===== src/hdl/tfp_pkg.sv =====
// tfp_pkg: shared types, register indexes and helpers for the texel filter,
// premultiply and pack block. No dependencies.

package tfp_pkg;

    localparam int CFG_INDEX_W = 8;
    localparam int CFG_DATA_W  = 32;

    // register indexes
    localparam logic [CFG_INDEX_W-1:0] REG_CONTROL    = 8'd0;
    localparam logic [CFG_INDEX_W-1:0] REG_GAIN_RED   = 8'd1;
    localparam logic [CFG_INDEX_W-1:0] REG_GAIN_GREEN = 8'd2;
    localparam logic [CFG_INDEX_W-1:0] REG_GAIN_BLUE  = 8'd3;
    localparam logic [CFG_INDEX_W-1:0] REG_GAIN_ALPHA = 8'd4;
    localparam logic [CFG_INDEX_W-1:0] REG_BRIGHTNESS = 8'd5;
    localparam logic [CFG_INDEX_W-1:0] REG_CLIP_COLOR = 8'd6;
    localparam logic [CFG_INDEX_W-1:0] REG_CLIP_LIMIT = 8'd7;

    // colour modes
    localparam logic [1:0] MODE_PASS   = 2'd0;
    localparam logic [1:0] MODE_GREY   = 2'd1;
    localparam logic [1:0] MODE_FILTER = 2'd2;

    // output formats
    localparam logic [1:0] FMT_RGBA8888 = 2'd0;
    localparam logic [1:0] FMT_RGB565   = 2'd1;
    localparam logic [1:0] FMT_RGBA5551 = 2'd2;
    localparam logic [1:0] FMT_RGBA4444 = 2'd3;

    // luma weights
    localparam logic [7:0] LUMA_R = 8'd77;
    localparam logic [7:0] LUMA_G = 8'd151;
    localparam logic [7:0] LUMA_B = 8'd28;

    localparam logic [7:0] ALPHA_OPAQUE = 8'd255;
    localparam logic [7:0] ALPHA_HALF   = 8'd128;

    localparam logic [15:0] UNITY_Q88 = 16'd256;

    typedef struct packed {
        logic [1:0]  mode;
        logic [1:0]  fmt;
        logic        premul;
        logic [8:0]  thresh;
        logic [15:0] gain_red;
        logic [15:0] gain_green;
        logic [15:0] gain_blue;
        logic [15:0] gain_alpha;
        logic [15:0] brightness;
        logic [7:0]  clip_red;
        logic [7:0]  clip_green;
        logic [7:0]  clip_blue;
        logic [17:0] clip_limit;
    } cfg_t;

    typedef struct packed {
        logic [7:0] alpha;
        logic [7:0] blue;
        logic [7:0] green;
        logic [7:0] red;
    } pix_t;

    // floor(x / 255), exact for any x up to 255 * 255
    function automatic logic [7:0] div255(input logic [15:0] x);
        logic [16:0] t;
        t = 17'(x) + 17'(x[15:8]) + 17'd1;
        return t[15:8];
    endfunction

    function automatic logic [7:0] sat8_24(input logic [23:0] x);
        return (|x[23:8]) ? 8'hFF : x[7:0];
    endfunction

endpackage


===== src/hdl/tfp_cfg.sv =====
// tfp_cfg: configuration register file for the texel block.
// Depends on tfp_pkg.

module tfp_cfg (
    input  logic                            clk,
    input  logic                            rst_n,
    input  logic                            cfg_valid,
    output logic                            cfg_ready,
    input  logic [tfp_pkg::CFG_INDEX_W-1:0] cfg_index,
    input  logic [tfp_pkg::CFG_DATA_W-1:0]  cfg_data,
    output tfp_pkg::cfg_t                   cfg
);
    import tfp_pkg::*;

    logic [13:0] control_reg;
    logic [15:0] gain_red_reg;
    logic [15:0] gain_green_reg;
    logic [15:0] gain_blue_reg;
    logic [15:0] gain_alpha_reg;
    logic [15:0] brightness_reg;
    logic [23:0] clip_color_reg;
    logic [17:0] clip_limit_reg;

    assign cfg_ready = 1'b1;

    always_ff @(posedge clk or negedge rst_n)
    begin
        if (!rst_n)
        begin
            control_reg    <= '0;
            gain_red_reg   <= UNITY_Q88;
            gain_green_reg <= UNITY_Q88;
            gain_blue_reg  <= UNITY_Q88;
            gain_alpha_reg <= UNITY_Q88;
            brightness_reg <= UNITY_Q88;
            clip_color_reg <= '0;
            clip_limit_reg <= '0;
        end
        else if (cfg_valid && cfg_ready)
        begin
            case (cfg_index)
                REG_CONTROL:    control_reg    <= cfg_data[13:0];
                REG_GAIN_RED:   gain_red_reg   <= cfg_data[15:0];
                REG_GAIN_GREEN: gain_green_reg <= cfg_data[15:0];
                REG_GAIN_BLUE:  gain_blue_reg  <= cfg_data[15:0];
                REG_GAIN_ALPHA: gain_alpha_reg <= cfg_data[15:0];
                REG_BRIGHTNESS: brightness_reg <= cfg_data[15:0];
                REG_CLIP_COLOR: clip_color_reg <= cfg_data[23:0];
                REG_CLIP_LIMIT: clip_limit_reg <= cfg_data[17:0];
                default:        ;
            endcase
        end
    end

    always_comb
    begin
        cfg.mode       = control_reg[1:0];
        cfg.fmt        = control_reg[3:2];
        cfg.premul     = control_reg[4];
        cfg.thresh     = control_reg[13:5];
        cfg.gain_red   = gain_red_reg;
        cfg.gain_green = gain_green_reg;
        cfg.gain_blue  = gain_blue_reg;
        cfg.gain_alpha = gain_alpha_reg;
        cfg.brightness = brightness_reg;
        cfg.clip_red   = clip_color_reg[7:0];
        cfg.clip_green = clip_color_reg[15:8];
        cfg.clip_blue  = clip_color_reg[23:16];
        cfg.clip_limit = clip_limit_reg;
    end

endmodule


===== config.mk =====
export PLATFORM = sky130hd
export DESIGN_NAME = tfp_cfg
export DESIGN_NICKNAME = d
export VERILOG_FILES = /design/src/hdl/tfp_pkg.sv /design/src/hdl/tfp_cfg.sv
export SDC_FILE = /design/constraint.sdc
export NUM_CORES = 1
export LEC_CHECK = 0
export CORE_MARGIN = 2
export CORE_UTILIZATION = 35
export DETAILED_ROUTE_END_ITERATION = 16
export DONT_BUFFER_PORTS = 1
export GPL_TIMING_DRIVEN = 0
export SLEW_MARGIN = 20
export SYNTH_ARGS = -nofsm -noshare
export SYNTH_HDL_FRONTEND = slang
export SYNTH_SLANG_ARGS = --single-unit

===== constraint.sdc =====
create_clock -name clk -period 0.8 [get_ports clk]
set_input_delay 0.08 -clock clk [delete_from_list [all_inputs] [get_ports clk]]
set_output_delay 0.08 -clock clk [all_outputs]
set_load 0.05 [all_outputs]

==> impl_metrics.toml <==
[run_status]
status = "finished, violations left"
violations = "hold timing, setup timing"

[clocking]
cts.sinks = 136
cts_tree = "built"
cts-hold-fix-buffers = 24
cts_max_path_buffers = 2
clk_pin_slew_worst_paths_ps = 60
htree_num_levels = 4
numCtsBuffers = 17
root_buffer = "clkbuf_16"
clk_latency_ps = 410

[sta]
finClkSkew_ps = 0
final.setup.worst_slack_ps = -398
whs_ps = -641
hold_viol_final = 136
min_period_ps = 1200
tns_ps = -53760
max_freq_ghz = 0.835
setup_viol = 272
drv_slew = 0
rsz0062_at_grt = "yes"
period_share = 1.50

[die]
start_util = 0.357
fp.dieW_um = 125
die_y_um = 125
rows = 44
fp.coreArea_mm2 = 0.0145
die_area_mm2 = 0.0157
ios = 180

[pwr]
peakVddDrop_uv = 1240
p_per_area_mw_per_mm2 = 2360
p_leak_uw = 0.00368
p_total_uw = 17700

[detailed_routing]
viasPerCell = 5.08
post_drt_wl_per_cell_um = 24.7
detailroute.via_count = 2888
drc = 0
drt-pass1-iter-count = 3
routed_wl_um = 14000
drt_iter0_drc = 129
drtAntennaViolNets = 0

[setup_path]
end_kind = "output pin"
critPathLaunchType = "flop"
criticalPathCategory = "flop to output pin"
crit_fanout = 2
crit_arrival_ps = 1120
crit_required_ps = 720

[placed_design]
place_hpwl_um = 7880
place_congestion = 0.712
io_buffers = 0

[grt]
antenna_found_initial = 0
grt_max_degree = 137
grt_usage = 0.184
grt_pass1_wl_um = 21800
grt_overflow = 0
grt_pass1_vias = 3304

[final_layout]
n_fill_cell = 1155
antenna_cells = 0
utilization = 0.519
largest_reg_flops = 24
layout_common_cells = "dfrtp_2 (131), mux2_4 (124), dlygate4sd3_1 (24), buf_6 (18), clkbuf_16 (17)"
fin_nets = 414
mostFrequentLayoutCell = "dfrtp_2"
drive_above_1_share = 0.922
area_growth_syn_to_layout_pct = 45.5

[logic_synthesis]
yosys_warnings = 0
syn-num-nets = 343
avgSynthCellArea_um2 = 17.2
synthCells = 300
synthDistinctLibCells = 16
syn_area_mm2 = 0.00516
synth_seq_cells = 136
seq_area_frac_synth = 0.660

[flow_run]
maxCapViolCount = 0

[min_path]
hold_class = "input port to asynchronous set/reset pin"
## where the power goes
group | total [uW] | internal (uW) | switching, uW
clock network | 8150 | 5220 | 2920
logic | 850 | 563 | 287
registers | 8720 | 7270 | 1450
## metal layers
metal / track usage / vias up / wire (um)
li1: - / 1215 / -
met1: 0.228 / 1534 / 5880
met2: 0.286 / 127 / 6630
met3: 0.0877 / 12 / 1330
met4: 0.0582 / 0 / 182
met5: 0 / - / 0
## layout make-up
type / count / area, um2 / share of cell area
flip-flops and latches: 136 / 3570 / 0.476
clock inverters: 11 / 144 / 0.0192
multi-input cells: 152 / 2220 / 0.296
repair buffers: 52 / 653 / 0.0869
well taps: 184 / 230 / 0.0306
plain buffers: 12 / 208 / 0.0276
clock buffers: 21 / 480 / 0.0639
## worst paths after layout
path                                   startpoint           endpoint  slack [ps]  cells after the start
worst max-delay path            gain_green_reg[8]            cfg[98]        -400                      0
worst min-delay path                        rst_n     control_reg[5]        -640                      0
worst max register to register   gain_blue_reg[8]   gain_blue_reg[8]        -180                      1
worst min register to register  brightness_reg[8]  brightness_reg[8]         740                      1
max in group asynchronous                   rst_n    gain_red_reg[8]        1230                      0
min in group clk                     cfg_index[2]     control_reg[3]         180                      4
## synth_stat cells, drive strengths merged
cell type	instances	area [um2]
nor4	1	21.3
nor2b	3	18.8
conb	1	3.75
nor3b	1	7.51
nand4	4	58.8
dfstp	5	131
buf	11	65.1
dfrtp	131	3280
nor2	1	3.75
mux2	136	1530
and2	1	6.26
nand3	4	35.0
clkbuf	1	3.75
## stage by stage
stage	setup WS, ps	cell area, um2	instances
2_1_floorplan	-740	5220	300
3_3_place_gp	-1120	5450	484
3_5_place_dp	-1170	5450	484
4_1_cts	-420	7430	567
5_1_grt	-431	7510	568
6_report	-398	7510	568
## cells by family (layout without fill, tap and decap cells)
kind of cell | after synthesis | count (layout) | synth area share
other | 1 | 1 | 0.000726
buffers and inverters | 12 | 96 | 0.0133
muxes | 136 | 136 | 0.297
and+or+nand+nor | 15 | 15 | 0.0293
DFF | 136 | 136 | 0.660
## timing repair
action | CTS | global route
pin swaps | 7 | 4
setup endpoints to repair | 272 | 272
buffers inserted | 22 | 1
endpoints found under the hold margin | 272 | 136
cloned | 5 | 0
resized for setup | 296 | 20
Note: power is estimated with default switching activity, not from simulation.
