<file path="config.mk">
export PLATFORM = sky130hd
export DESIGN_NAME = tfp_premul
export DESIGN_NICKNAME = d
export VERILOG_FILES = /design/src/hdl/tfp_pkg.sv /design/src/hdl/tfp_premul.sv
export SDC_FILE = /design/constraint.sdc
export NUM_CORES = 1
export LEC_CHECK = 0
export BUFFER_PORTS_ARGS = -buffer_cell sky130_fd_sc_hd__buf_2
export CORE_ASPECT_RATIO = 0.7
export CORE_MARGIN = 3
export CORE_UTILIZATION = 30
export DETAILED_ROUTE_END_ITERATION = 10
export SLEW_MARGIN = 20
export SYNTH_ARGS = -nofsm -noshare
export SYNTH_HDL_FRONTEND = slang
export SYNTH_SLANG_ARGS = --single-unit
</file>
<file path="constraint.sdc">
create_clock -name clk -period 6.3 [get_ports clk]
set_input_delay 0 -clock clk [delete_from_list [all_inputs] [get_ports clk]]
set_output_delay 0 -clock clk [all_outputs]
set_load 0.03 [all_outputs]
</file>
<file path="src/hdl/tfp_pkg.sv">
// tfp_pkg: shared types, register indexes and helpers for the texel filter,
// premultiply and pack block. No dependencies.

package tfp_pkg;

    localparam int CFG_INDEX_W = 8;
    localparam int CFG_DATA_W  = 32;

    // register indexes
    localparam logic [CFG_INDEX_W-1:0] REG_CONTROL    = 8'd0;
    localparam logic [CFG_INDEX_W-1:0] REG_GAIN_RED   = 8'd1;
    localparam logic [CFG_INDEX_W-1:0] REG_GAIN_GREEN = 8'd2;
    localparam logic [CFG_INDEX_W-1:0] REG_GAIN_BLUE  = 8'd3;
    localparam logic [CFG_INDEX_W-1:0] REG_GAIN_ALPHA = 8'd4;
    localparam logic [CFG_INDEX_W-1:0] REG_BRIGHTNESS = 8'd5;
    localparam logic [CFG_INDEX_W-1:0] REG_CLIP_COLOR = 8'd6;
    localparam logic [CFG_INDEX_W-1:0] REG_CLIP_LIMIT = 8'd7;

    // colour modes
    localparam logic [1:0] MODE_PASS   = 2'd0;
    localparam logic [1:0] MODE_GREY   = 2'd1;
    localparam logic [1:0] MODE_FILTER = 2'd2;

    // output formats
    localparam logic [1:0] FMT_RGBA8888 = 2'd0;
    localparam logic [1:0] FMT_RGB565   = 2'd1;
    localparam logic [1:0] FMT_RGBA5551 = 2'd2;
    localparam logic [1:0] FMT_RGBA4444 = 2'd3;

    // luma weights
    localparam logic [7:0] LUMA_R = 8'd77;
    localparam logic [7:0] LUMA_G = 8'd151;
    localparam logic [7:0] LUMA_B = 8'd28;

    localparam logic [7:0] ALPHA_OPAQUE = 8'd255;
    localparam logic [7:0] ALPHA_HALF   = 8'd128;

    localparam logic [15:0] UNITY_Q88 = 16'd256;

    typedef struct packed {
        logic [1:0]  mode;
        logic [1:0]  fmt;
        logic        premul;
        logic [8:0]  thresh;
        logic [15:0] gain_red;
        logic [15:0] gain_green;
        logic [15:0] gain_blue;
        logic [15:0] gain_alpha;
        logic [15:0] brightness;
        logic [7:0]  clip_red;
        logic [7:0]  clip_green;
        logic [7:0]  clip_blue;
        logic [17:0] clip_limit;
    } cfg_t;

    typedef struct packed {
        logic [7:0] alpha;
        logic [7:0] blue;
        logic [7:0] green;
        logic [7:0] red;
    } pix_t;

    // floor(x / 255), exact for any x up to 255 * 255
    function automatic logic [7:0] div255(input logic [15:0] x);
        logic [16:0] t;
        t = 17'(x) + 17'(x[15:8]) + 17'd1;
        return t[15:8];
    endfunction

    function automatic logic [7:0] sat8_24(input logic [23:0] x);
        return (|x[23:8]) ? 8'hFF : x[7:0];
    endfunction

endpackage

</file>
<file path="src/hdl/tfp_premul.sv">
// tfp_premul: alpha clip test, premultiply and format packing in two stages,
// the second being the output register. Depends on tfp_pkg.

module tfp_premul (
    input  logic          clk,
    input  logic          rst_n,
    input  tfp_pkg::cfg_t cfg,
    input  logic          in_valid,
    output logic          in_ready,
    input  tfp_pkg::pix_t in_pix,
    output logic          out_valid,
    input  logic          out_ready,
    output logic [31:0]   out_word,
    output logic          out_clipped
);
    import tfp_pkg::*;

    logic        v3_reg;
    logic        vo_reg;
    logic        en3;
    logic        eno;
    pix_t        pix3_reg;
    logic [17:0] len_reg;
    logic [15:0] ra_reg;
    logic [15:0] ga_reg;
    logic [15:0] ba_reg;
    logic [17:0] len_next;
    logic [17:0] clen;
    logic [17:0] diff;
    logic        do_premul;
    logic        clip;
    pix_t        res;
    logic [31:0] word_next;
    logic [31:0] word_reg;
    logic        clipped_reg;

    assign eno      = !vo_reg || out_ready;
    assign en3      = !v3_reg || eno;
    assign in_ready = en3;

    always_ff @(posedge clk or negedge rst_n)
    begin
        if (!rst_n)
        begin
            v3_reg <= 1'b0;
            vo_reg <= 1'b0;
        end
        else
        begin
            if (en3)
                v3_reg <= in_valid;
            if (eno)
                vo_reg <= v3_reg;
        end
    end

    // stage three: squared length and colour times alpha
    assign len_next = 18'(16'(in_pix.red) * 16'(in_pix.red))
                    + 18'(16'(in_pix.green) * 16'(in_pix.green))
                    + 18'(16'(in_pix.blue) * 16'(in_pix.blue));

    always_ff @(posedge clk)
    begin
        if (en3 && in_valid)
        begin
            pix3_reg <= in_pix;
            len_reg  <= len_next;
            ra_reg   <= 16'(in_pix.red)   * 16'(in_pix.alpha);
            ga_reg   <= 16'(in_pix.green) * 16'(in_pix.alpha);
            ba_reg   <= 16'(in_pix.blue)  * 16'(in_pix.alpha);
        end
    end

    // stage four: clip decision, divide by 255, pack
    always_comb
    begin
        clen = 18'(16'(cfg.clip_red) * 16'(cfg.clip_red))
             + 18'(16'(cfg.clip_green) * 16'(cfg.clip_green))
             + 18'(16'(cfg.clip_blue) * 16'(cfg.clip_blue));
        diff      = (len_reg >= clen) ? (len_reg - clen) : (clen - len_reg);
        do_premul = cfg.premul && (pix3_reg.alpha != ALPHA_OPAQUE);
        clip      = do_premul && ({1'b0, pix3_reg.alpha} < cfg.thresh)
                    && (diff <= cfg.clip_limit);
        if (clip)
            res = '0;
        else if (do_premul)
        begin
            res.red   = div255(ra_reg);
            res.green = div255(ga_reg);
            res.blue  = div255(ba_reg);
            res.alpha = pix3_reg.alpha;
        end
        else
            res = pix3_reg;

        case (cfg.fmt)
            FMT_RGBA8888:
                word_next = {res.alpha, res.blue, res.green, res.red};
            FMT_RGB565:
                word_next = {16'd0, res.red[7:3], res.green[7:2], res.blue[7:3]};
            FMT_RGBA5551:
                word_next = {16'd0, res.red[7:3], res.green[7:3], res.blue[7:3],
                             (res.alpha > ALPHA_HALF)};
            default:
                word_next = {16'd0, res.red[7:4], res.green[7:4], res.blue[7:4],
                             res.alpha[7:4]};
        endcase
    end

    always_ff @(posedge clk)
    begin
        if (eno && v3_reg)
        begin
            word_reg    <= word_next;
            clipped_reg <= clip;
        end
    end

    assign out_valid   = vo_reg;
    assign out_word    = word_reg;
    assign out_clipped = clipped_reg;

endmodule

</file>
==> impl_metrics.env, run 1 <==
export IMPL_rows=87
export IMPL_setup_violations=33
export IMPL_grt_overflow=0
export IMPL_maxSlewHeadroom_pct=36.7
export IMPL_violations="negative setup slack"
export IMPL_synth_top_cells_by_area="fa_1 (30%), ha_1 (18%), edfxtp_1 (16%)"
export IMPL_layout_setup_ws_ns=-2.50
export IMPL_synth_simple_area_share_pct=13.7
export IMPL_htree_levels=4
export IMPL_vias_per_cell=4.62
export IMPL_ys_flop_type="edfxtp_1"
export IMPL_ys_async_sr_fraction_pct=1.50
export IMPL_initial_core_util_pct=30.6
export IMPL_drv_cap=0
export IMPL_synth_compound_area_share_pct=8.23
export IMPL_wl_per_cell_um=16.0
export IMPL_cp_slowest_cell="fa_2"
export IMPL_synthCells=2612
export IMPL_critPathTopFamily="adder cells"
export IMPL_clockBufferDepth=2
export IMPL_fin_cells=4022
export IMPL_core_area_mm2=0.0815
export IMPL_synthTopCellsByCount="inv_1 (577), fa_1 (374), ha_1 (352)"
export IMPL_max_stage_delay_ns=0.57
export IMPL_cp_common_cell="inv_1"
export IMPL_die_h_um=247
export IMPL_syn_to_final_growth_pct=20.5
export IMPL_antenna_found_initial=6
export IMPL_cp_max_fo=12
export IMPL_cp_arrival_ns=9.00
export IMPL_yosys_warnings=0
export IMPL_remaining_drc_errors=0
export IMPL_hpwl_mm=53.5
export IMPL_grt_pass1_vias=19000
export IMPL_cts_tree="built"
export IMPL_fin_skew_ns=0.0155
export IMPL_clkLatencyLatePin_ns=0.44
export IMPL_antenna_left=0
export IMPL_cp_num_buf_inv=10
export IMPL_die_w_um=351
export IMPL_drive_gt1_share_pct=18.3
export IMPL_rrSetupSlack_ns=1.51
export IMPL_synth_mux_area_share_pct=0.702
export IMPL_netlist_area_mm2=0.0250
export IMPL_synthAdderAreaFrac_pct=47.6
export IMPL_globalplace_congestion=0.898
export IMPL_root_buffer="clkbuf_16"
export IMPL_vias=18600
export IMPL_crit_required_ns=6.49
export IMPL_startpoint_type="input port"
export IMPL_grt_usage_pct=15.3
export IMPL_rsz0062_at_grt="true"
export IMPL_avgSynthCellArea_um2=9.56
export IMPL_drtIter0Drc=1072
export IMPL_status="finished, violations left"
export IMPL_cts_buffers=17
export IMPL_worstMarginPinSlew_ns=0.948
export IMPL_final_max_slew_violation_count=0
export IMPL_totalWireLength_mm=64.2
export IMPL_die_area_mm2=0.0868
export IMPL_finalCritPeriodShare_pct=140
export IMPL_clk_pin_slew_ns=0.06
export IMPL_worstSetupEndpointType="register"
export IMPL_yosysSeqAreaShare_pct=16.0
export IMPL_synth_seq_cells=133
export IMPL_synth_edff_count=131
export IMPL_grt_max_degree=51
export IMPL_grt_pass1_wl_mm=105
export IMPL_final_min_clock_period_ns=8.80
export IMPL_synth_cell_types=71
export IMPL_fin_nets=3838
export IMPL_synth_xor_area_share_pct=3.82
export IMPL_synth_most_common_cell="inv_1"
export IMPL_final_hold_violation_count=0
export IMPL_synth_top_area_share_pct=30.0
export IMPL_hold_class="input port to register"
export IMPL_dp_cells=3968
export IMPL_clock_sinks=133
export IMPL_max_freq_ghz=0.114
export IMPL_synth_top_cell_by_area="fa_1"
export IMPL_synth_top_family_by_area="adder cells"
export IMPL_path_class="input port to register"
export IMPL_whs_ns=0.0492
export IMPL_port_buffers=124
export IMPL_synth_nets=3510
export IMPL_drt_pass1_iter_count=6
export IMPL_io_pins=207
-- cells by family (layout without fill, tap and decap cells) --
family / after synthesis / after routing
other cells: 0 / 1
fa+ha+maj: 726 / 726
xor+xnor: 109 / 109
buf+inv: 653 / 994
simple gates: 665 / 665
flops: 133 / 133
compound gates: 310 / 310
mux: 16 / 16
-- layout by cell type (no fill, tap or decap), types with 28 or more instances in the layout --
cell type and count:
inv_1 568, fa_1 369, ha_1 345, buf_4 241
and2_1 219, nand2_1 191, edfxtp_1 131, buf_2 106
a21oi_1 77, xnor2_1 72, nor2_1 64, o21ai_0 55
a21o_1 30, nor2b_1 29, xor2_1 29, nor3_1 28
-- final timing paths --
path,start,end,depth (start not counted)
max,cfg[20],out_word[30],38
min,in_pix[18],pix3_reg[18],2
max reg2reg,len_reg[0],out_word[30],18
min reg2reg,v3_reg,out_valid,1
max in group asynchronous,rst_n,v3_reg,3
min in group asynchronous,rst_n,out_valid,3
-- worst register-to-register path, cell delays in order, from the launching register on --
cell	delay, ns
edfxtp_1	0.39
inv_1	0.09
ha_1	0.15
inv_1	0.06
fa_1	0.47
a41oi_1	0.31
a21oi_1	0.24
a221oi_4	0.39
buf_12	0.18
mux2_4	0.35
xor2_1	0.19
ha_1	0.28
o21ai_1	0.19
nor2_2	0.07
o41ai_4	0.40
o2111ai_4	0.18
o2bb2ai_4	0.21
buf_4	0.23
and3_1	0.16
-- repair_timing --
action / CTS / global route
cloned: 2 / 0
setup buffers: 12 / 4
resized for setup: 99 / 78
hold buffers: 9 / 0
hold endpoints to repair: 8 / 0
pin swaps: 45 / 51
setup endpoints to repair: 33 / 36
-- final cells by class --
cell class	count	area, um^2
Timing Repair Buffer	385	2800
Clock inverter	15	143
Inverter	577	2170
Antenna cell	1	2.50
Sequential cell	133	3980
Clock buffer	17	425
Tap cell	1068	1340
Multi-Input combinational cell	1826	19200
Fill cell	8051	51500
-- per-layer routing --
layer	part of all wire [%]	global-route usage [%]	vias up	wire length, um
met3	5.0	1.95	43	3210
met5	0	0	-	0
li1	-	-	8965	-
met4	1.3	2.83	0	812
met1	52	24.0	9161	33100
met2	42	22.3	409	27100
-- per-stage QoR --
stage          setup slack (ns)  util (%)  cell area (um^2)  TNS, ns
3_3_place_gp              -3.23      35.0             28500  -103.96
4_1_cts                   -2.54      36.4             29700   -82.34
3_5_place_dp              -3.32      35.0             28500  -106.77
6_report                  -2.50      36.9             30100   -80.82
2_1_floorplan             -2.42         -             25100   -77.96
5_1_grt                   -2.83      36.9             30100   -91.42
Power of run 1 is not shown: default switching activity piles up to over one toggle a cycle in this logic, so the estimate is an artifact.
==> inputs of run 2 (changes only) <==
--- a/config.mk
+++ b/config.mk
@@ -10,6 +10,7 @@
 export CORE_MARGIN = 3
 export CORE_UTILIZATION = 30
 export DETAILED_ROUTE_END_ITERATION = 10
+export SKIP_CTS_REPAIR_TIMING = 1
 export SLEW_MARGIN = 20
 export SYNTH_ARGS = -nofsm -noshare
 export SYNTH_HDL_FRONTEND = slang
==> run 2 against run 1 <==
Against the previous run: the flow still finishes with violations (negative setup slack); first-iteration DRC count is 4.7% lower; non-clock buffer count is 2 lower; hold slack worse by 0.026 ns; setup slack worse by 0.17 ns; clock skew is 0.0025 ns higher; wire length is 0.32% lower; die area stayed put; maximum frequency is 1.9% lower; sequential share of layout area is 0.089 points higher; critical endpoint is now out_word[0].
==> impl_metrics.env, run 2 (synthesis gave the netlist of run 1 again) <==
export IMPL_core_area_mm2=0.0815
export IMPL_clockBufferDepth=2
export IMPL_maxSlewHeadroom_pct=46.5
export IMPL_final_hold_violation_count=0
export IMPL_rows=87
export IMPL_wl_per_cell_um=15.9
export IMPL_setup_tns_ns=-85.92
export IMPL_root_buffer="clkbuf_16"
export IMPL_drtIter0Drc=1022
export IMPL_clk_pin_slew_ns=0.06
export IMPL_grt_pass1_vias=18700
export IMPL_crit_required_ns=6.56
export IMPL_antenna_found_initial=4
export IMPL_initial_core_util_pct=30.6
export IMPL_clock_sinks=133
export IMPL_utilization_pct=36.6
export IMPL_path_class="input port to register"
export IMPL_max_stage_delay_ns=0.62
export IMPL_die_h_um=247
export IMPL_cts_buffers=17
export IMPL_fin_cells=4021
export IMPL_cp_max_fo=6
export IMPL_drive_gt1_share_pct=17.8
export IMPL_fin_nets=3836
export IMPL_grt_overflow=0
export IMPL_startpoint_type="input port"
export IMPL_setup_violations=33
export IMPL_layout_setup_ws_ns=-2.67
export IMPL_cts_tree="built"
export IMPL_final_common_cell="inv_1"
export IMPL_globalplace_congestion=0.898
export IMPL_io_pins=207
export IMPL_die_w_um=351
export IMPL_finalCritPeriodShare_pct=142
export IMPL_grt_pass1_wl_mm=103
export IMPL_hpwl_mm=53.5
export IMPL_rsz0062_at_grt="true"
export IMPL_final_min_clock_period_ns=8.97
export IMPL_max_freq_ghz=0.111
export IMPL_final_max_slew_violation_count=0
export IMPL_grt_max_degree=51
export IMPL_clkLatencyLatePin_ns=0.45
export IMPL_cp_arrival_ns=9.24
export IMPL_worstSetupEndpointType="register"
export IMPL_antenna_left=0
export IMPL_status="finished, violations left"
export IMPL_vias=18500
export IMPL_drt_pass1_iter_count=7
export IMPL_hold_class="input port to register"
export IMPL_htree_levels=4
export IMPL_fin_skew_ns=0.0180
export IMPL_cp_slowest_cell="fa_2"
export IMPL_post_place_ws_ns=-3.32
export IMPL_die_area_mm2=0.0868
export IMPL_vias_per_cell=4.60
export IMPL_totalWireLength_mm=64.0
export IMPL_syn_to_final_growth_pct=19.7
export IMPL_port_buffers=124
export IMPL_cp_common_cell="fa_1"
export IMPL_grt_usage_pct=15.1
export IMPL_worstMarginPinSlew_ns=0.802
export IMPL_dp_cells=3968
export IMPL_drv_cap=0
export IMPL_remaining_drc_errors=0
export IMPL_violations="negative setup slack"
export IMPL_layout_common_cells="inv_1 (570), fa_1 (367), ha_1 (343), buf_4 (245), and2_1 (223)"
run 2: changes by cell type in the layout (fill, tap and decap cells not counted), moves of 4 or more:
cell     change
buf_6       -14
buf_2        +9
and3_1       -5
and3_4       +5
a21oi_1      +5
and2_4       -4
and2_1       +4
buf_4        +4
run 2: final timing paths:
check / from / end / slack [ns] / depth (start not counted)
worst min register to register: v3_reg / out_valid / 0.49 / 1
worst min-delay path: in_pix[13] / pix3_reg[13] / 0.02 / 2
worst max-delay path: cfg[39] / out_word[0] / -2.67 / 39
max in group asynchronous: rst_n / v3_reg / 5.76 / 3
min in group asynchronous: rst_n / out_valid / 0.41 / 3
worst max register to register: len_reg[0] / out_word[0] / 1.37 / 21
run 2: cell type report:
cell class                 instances  area [um^2]
antenna                            2         5.00
fill                            8055        51700
clock buffer                      17          425
sequential                       133         3980
inverter                         577         2170
tap                             1068         1340
timing repair buffer             383         2740
multi-input combinational       1826        19100
clock inverter                    15          143
run 2: worst max-delay path: cells and delay by family:
family / cells / cell delay [ns]
simple gates: 4 / 0.68
xor+xnor: 2 / 0.32
buf+inv: 9 / 1.02
compound gates: 13 / 2.57
fa+ha+maj: 10 / 4.32
mux: 1 / 0.30
run 2: routing by layer:
| layer | GRT usage [%] | vias to the layer above | share of wire, % |
|---|---|---|---|
| li1 | - | 8964 | - |
| met1 | 23.9 | 9099 | 52 |
| met2 | 21.9 | 408 | 42 |
| met3 | 1.91 | 45 | 4.8 |
| met4 | 2.66 | 0 | 1.2 |
| met5 | 0 | - | 0 |
run 2: per-stage QoR:
| step | hold slack, ns | area [um^2] |
|---|---|---|
| 3_3_place_gp | -0.208 | 28500 |
| 4_1_cts | -0.692 | 29100 |
| 5_1_grt | 0.0252 | 29900 |
| 3_5_place_dp | -0.210 | 28500 |
| 2_1_floorplan | -0.296 | 25100 |
| 6_report | 0.0228 | 29900 |
Power of run 2 is left out for the same reason.
